==> config.mk <==
export PLATFORM = sky130hd
export DESIGN_NAME = elp_div
export DESIGN_NICKNAME = d
export VERILOG_FILES = /design/src/sv/elp_pkg.sv /design/src/sv/elp_div.sv
export SDC_FILE = /design/constraint.sdc
export NUM_CORES = 1
export LEC_CHECK = 0
export BUFFER_PORTS_ARGS = -buffer_cell sky130_fd_sc_hd__buf_2
export CELL_PAD_IN_SITES_DETAIL_PLACEMENT = 0
export CELL_PAD_IN_SITES_GLOBAL_PLACEMENT = 2
export CORE_UTILIZATION = 37
export CTS_BUF_LIST = sky130_fd_sc_hd__clkbuf_4 sky130_fd_sc_hd__clkbuf_8 sky130_fd_sc_hd__clkbuf_16
export CTS_CLUSTER_SIZE = 8
export DETAILED_ROUTE_END_ITERATION = 8
export HOLD_SLACK_MARGIN = 0.06
export PLACE_DENSITY_LB_ADDON = 0.1
export SYNTH_ARGS = -nofsm -noshare
export SYNTH_HDL_FRONTEND = slang
export SYNTH_SLANG_ARGS = --single-unit
==> constraint.sdc <==
create_clock -name clk -period 9.1 [get_ports clk]
set_input_delay 0 -clock clk [delete_from_list [all_inputs] [get_ports clk]]
set_output_delay 0 -clock clk [all_outputs]
set_load 0.01 [all_outputs]
==> src/sv/elp_pkg.sv <==
// package: shared constants and types for the event latency profiler
`timescale 1ns / 1ps
package elp_pkg;
  localparam int NUM_IDS_DEF = 512;
  localparam int MAX_REPORT_ROWS_DEF = 24;
  localparam logic [4:0] DEPTH_RST = 5'd24;
  localparam logic [11:0] EXIT_A_RST = 12'd60;
  localparam logic [11:0] EXIT_B_RST = 12'd231;

  localparam logic [1:0] MODE_ENTER = 2'd0;
  localparam logic [1:0] MODE_EXIT = 2'd1;
  localparam logic [1:0] MODE_REPORT = 2'd2;
  localparam logic [1:0] MODE_CLEAR = 2'd3;

  localparam logic [1:0] REG_DEPTH = 2'd0;
  localparam logic [1:0] REG_EXIT_A = 2'd1;
  localparam logic [1:0] REG_EXIT_B = 2'd2;

  typedef struct packed {
    logic start;
    logic [63:0] num;
    logic [63:0] den;
  } div_req_t;

  typedef struct packed {
    logic done;
    logic [63:0] quo;
  } div_rsp_t;
endpackage

==> src/sv/elp_div.sv <==
// radix-2 restoring divider, one quotient bit per cycle
`timescale 1ns / 1ps
module elp_div (
  input  logic clk,
  input  logic rst,
  input  elp_pkg::div_req_t req,
  output elp_pkg::div_rsp_t rsp
);
  import elp_pkg::*;
  logic [63:0] quo;
  logic [64:0] rem;
  logic [63:0] den;
  logic [6:0] cnt;
  logic run;
  logic done;
  logic [64:0] trial;

  always_comb begin
    trial = {rem[63:0], quo[63]} - {1'b0, den};
  end

  always_ff @(posedge clk) begin
    if (rst) begin
      run <= 1'b0;
      cnt <= '0;
      done <= 1'b0;
    end else begin
      done <= 1'b0;
      if (req.start) begin
        run <= 1'b1;
        cnt <= 7'd64;
        quo <= req.num;
        den <= req.den;
        rem <= '0;
      end else if (run) begin
        if (!trial[64]) begin
          rem <= trial;
          quo <= {quo[62:0], 1'b1};
        end else begin
          rem <= {rem[63:0], quo[63]};
          quo <= {quo[62:0], 1'b0};
        end
        cnt <= cnt - 7'd1;
        if (cnt == 7'd1) begin
          run <= 1'b0;
          done <= 1'b1;
        end
      end
    end
  end

  assign rsp = {done, quo};
endmodule

Word-level counts from Yosys, hierarchy flattened. Cells that the tools add are included. Widths: inputs -> output; s select.

Register bits: 201. Output and inout bits: 65. Logic and storage cells: 28.

Add/subtract/negate cells: 2. Eq/ne operators: 1. Mux-type cells: 11. Bitwise gates (word level): 2. Reductions and logical operators: 5.

Operators with widths (count): $mux 64 (4); $sub 65x64->65 (1); $mux 7 (2); $eq 7x1->1 const B (1); $sub 7x1->7 const B (1); $mux 1 (5); $reduce_and 2->1 (2); $reduce_or 3->1 (1); $not 1->1 (2); $reduce_bool 2->1 (1); $reduce_or 2->1 (1).

Longest topological paths before layout.
Depth in word-level cells: 4. Mapped depth: 15. Gate-level depth less buffers: 13.

Least setup slack after synthesis. No wires, ideal clock.

Kind: register -> register. From: register run. To: register quo[0], enable pin. Data arrival time: 5920 ps. Required time: 8484 ps. Setup slack: 2563 ps. Cell stages (with the launch flop): 4. Path buffers: 1. Clock period less this slack: 6537 ps. Path through: dfxtp_1 > clkbuf_1 > nor2_1 > nor2_1.

Word-level cells in the longest chain between the ends: 2.

Ends and longest elaborated chain: start, declared (RTL line elp_div.sv:14) `logic run;`; start signal, assigned (RTL line elp_div.sv:24) `run <= 1'b0;`; start signal, assigned (RTL line elp_div.sv:30) `run <= 1'b1;`; start signal, assigned (RTL line elp_div.sv:45) `run <= 1'b0;`; $reduce_bool 2->1 (no source line); $reduce_and 2->1 (no source line); end signal, assigned (RTL line elp_div.sv:32) `quo <= req.num;`; end signal, assigned (RTL line elp_div.sv:38) `quo <= {quo[62:0], 1'b1};`; end signal, assigned (RTL line elp_div.sv:41) `quo <= {quo[62:0], 1'b0};`; end, declared (RTL line elp_div.sv:10) `logic [63:0] quo;`.

Every way passes these cells. A chain may end at the register's enable or synchronous reset.

Worst setup path in the final report.
From: register rem[36]. To: register rem[61], data pin.

Word-level cells in the longest chain between the ends: 3.

Ends and longest elaborated chain: start, declared (RTL line elp_div.sv:11) `logic [64:0] rem;`; start signal, assigned (RTL line elp_div.sv:37) `rem <= trial;`; start signal, assigned (RTL line elp_div.sv:40) `rem <= {rem[63:0], quo[63]};`; $sub 65x64->65 (RTL line elp_div.sv:19) `trial = {rem[63:0], quo[63]} - {1'b0, den};`; $mux 64 (RTL line elp_div.sv:36) `if (!trial[64]) begin`; $mux 64 (RTL line elp_div.sv:35) `end else if (run) begin`.

Every way passes these cells. The select of a mux whose other input is x is not followed.

==> impl_metrics.tcl <==
set metrics [dict create \
    run_status "finished, final reports clean" \
    dp.cells 1751 \
    mostFrequentLayoutCell "buf_2" \
    antenna_cells 0 \
    avgSynthCellArea_um2 10.3 \
    grtUsageTotal 0.206 \
    max_freq_mhz 227 \
    portBuffers 195 \
    rsz0062_at_grt "no" \
    die-area_mm2 0.0338 \
    cp-start-kind "register" \
    worst-setup-path-type "register to register" \
    ys_types 72 \
    ir_drop_uv 147 \
    syn-num-nets 1381 \
    min_period_ps 4400 \
    grt_max_degree 129 \
    dieWidth_um 184 \
    die_h_um 184 \
    setup_viol 0 \
    cts_tree "built" \
    setup-tns-final_ps 0 \
    via_per_inst 5.21 \
    multiInputGateArea_mm2 0.00567 \
    slowest_delay_ps 570 \
    io_pins 196 \
    cts-buffers-inserted 29 \
    fin_crit_sh 0.484 \
    clockBufferDepth 3 \
    r2r_cells 12 \
    synthesis.area_mm2 0.0122 \
    final-hold-violation-count 0 \
    slew_headroom 0.320 \
    clkSinkCount 201 \
    dpl.hpwl_mm 23.7 \
    hold_path_class "input port to register" \
    area_growth_pct 28.4 \
    crit_buf_inv 1 \
    drv_cap 0 \
    crit_cells 12 \
    slew_viol_final 0 \
    grt-ovfl-total 0 \
    ys_ff_latch 201 \
    timing.hold.ws_ps 125 \
    nFillCells 3137 \
    ys_seq_area_frac 0.486 \
    regArea_mm2 0.00595 \
    synth_cells 1183 \
    critPathTopFamily "compound AO/OA/AOI/OAI gates" \
    ant_nets 0 \
    worst_slew_pin_slew_ps 1020 \
    clk_pin_slew_ps 60 \
    critPathSlowestCell "a21o_2" \
    nets 1668 \
    power_leakage_nw 6.40 \
    rows 66 \
    cts_hold_buf 130 \
    insertion_delay_ps 580 \
    initial_core_util 0.376 \
    layout_common_cells "buf_2, edfxtp_1, a21oi_1" \
    clock_skew_ps 36.1 \
    cts_root_buffer "clkbuf_16" \
    cts_resized 0 \
    synth_edf_count 192 \
    grt_pass1_wl_mm 55.4 \
    dr.pass1.iters 5 \
    grt_pass1_vias 10411 \
    post-route-drc-count 0 \
    yosysWarnings 0 \
    gp_congestion 0.797 \
    wl_mm 34.6 \
    synth-async-reset-ratio 0 \
    arrival_ps 4800 \
    cp.required_ps 9500 \
    drt_iter0_drc 522 \
    path_cells "ha_1 > nand4_2 > or3_1 > nor4_1 > nand2_1 > a211oi_1 > o211ai_2 > nand3_2 > a21o_2 > buf_4 > nand3_1 > o32ai_1" \
    core_mm2 0.0325 \
    hold_depth 2 \
    worstPathMaxFanout 30 \
    post_cts_buffers 0 \
    wire_per_inst_um 17.9 \
    worstSetupEndpointType "register" \
    num_vias 10039 \
    antenna_found_initial 0 \
    power_density_mw_per_mm2 193 \
    drive_gt1_frac 0.221 \
    h-tree-depth 1 \
    ys.flop_type "edfxtp_1" \
    instances_no_fill 1928 \
    final_core_util 0.482 \
]
-- per-layer routing --
metal	GRT usage	vias to the layer above	wire, µm
met5	0	-	0
met3	0.0479	39	1910
met2	0.350	245	16300
met1	0.266	4761	15800
met4	0.0447	0	620
li1	-	4994	-
-- area by class of cell --
| type | count | area share |
|---|---|---|
| clock buffers | 44 | 0.0534 |
| well taps | 442 | 0.0352 |
| multi-input cells | 822 | 0.361 |
| inverters | 85 | 0.0203 |
| repair buffers | 331 | 0.149 |
| clock inverters | 3 | 0.00183 |
| flip-flops and latches | 201 | 0.379 |
-- sequential cells by signal (all words and copies together) (netlist names) --
name  flops
rem      64
run       1
done      1
quo      64
cnt       7
den      64
-- path summary, 6_finish.rpt --
| kind | from | to | slack, ps |
|---|---|---|---|
| setup / recovery | rem[36] | rem[61] | 4700 |
| hold / removal | req[47] | den[47] | 120 |
| setup reg to reg | rem[36] | rem[61] | 4700 |
| hold reg to reg | cnt[1] | cnt[1] | 500 |
-- report_power, final --
group | internal, W | total (W) | leakage [nW] | switching, W
clock network | 0.000629 | 0.00104 | 0.442 | 0.000407
logic | 0.000350 | 0.000844 | 4.05 | 0.000494
registers | 0.00112 | 0.00116 | 1.91 | 0.0000383
total | 0.00210 | 0.00304 | 6.40 | 0.000939
-- logic make-up (layout without fill, tap and decap cells) --
logic type               Yosys count  count (layout)  synth area share
adder cells (fa/ha/maj)           67              67            0.0692
buffers and inverters            160             463            0.0521
flip-flops                       201             201             0.486
AND/OR/NAND/NOR                  264             264             0.111
AO/OA/AOI/OAI                    370             370             0.182
multiplexers                      64              64            0.0588
XOR/XNOR                          57              57            0.0408
-- Yosys cell counts, drive strengths merged, types with 20 or more instances --
| cell type | count | share of area |
|---|---|---|
| o21ai | 97 | 0.040 |
| xnor2 | 35 | 0.025 |
| nor2 | 42 | 0.013 |
| xor2 | 22 | 0.016 |
| nand3 | 59 | 0.025 |
| mux2 | 63 | 0.058 |
| clkbuf | 55 | 0.017 |
| inv | 85 | 0.026 |
| ha | 66 | 0.068 |
| buf | 20 | 0.0091 |
| a21o | 32 | 0.020 |
| nand2 | 66 | 0.020 |
| a21oi | 146 | 0.060 |
| edfxtp | 192 | 0.47 |
| nand4 | 25 | 0.013 |
-- worst register-to-register path: cells and delay by family, from the launching register on --
family | cells | cell delay, ps
flip-flops | 1 | 390
AO/OA/AOI/OAI | 4 | 1460
adder cells (fa/ha/maj) | 1 | 500
buffers and inverters | 1 | 440
AND/OR/NAND/NOR | 6 | 1440
-- per-stage QoR --
| stage | setup WS (ps) | instance area [µm²] | total power, W |
|---|---|---|---|
| 6_report | 4700 | 15700 | 0.00304 |
| 5_1_grt | 4250 | 15700 | 0.00321 |
| 4_1_cts | 4650 | 15700 | 0.00308 |
| 3_5_place_dp | 4670 | 13500 | 0.00198 |
| 3_3_place_gp | 4800 | 13500 | 0.00198 |
| 2_1_floorplan | 2560 | 12200 | 0.00175 |
Note: power is estimated with default switching activity, not from simulation.
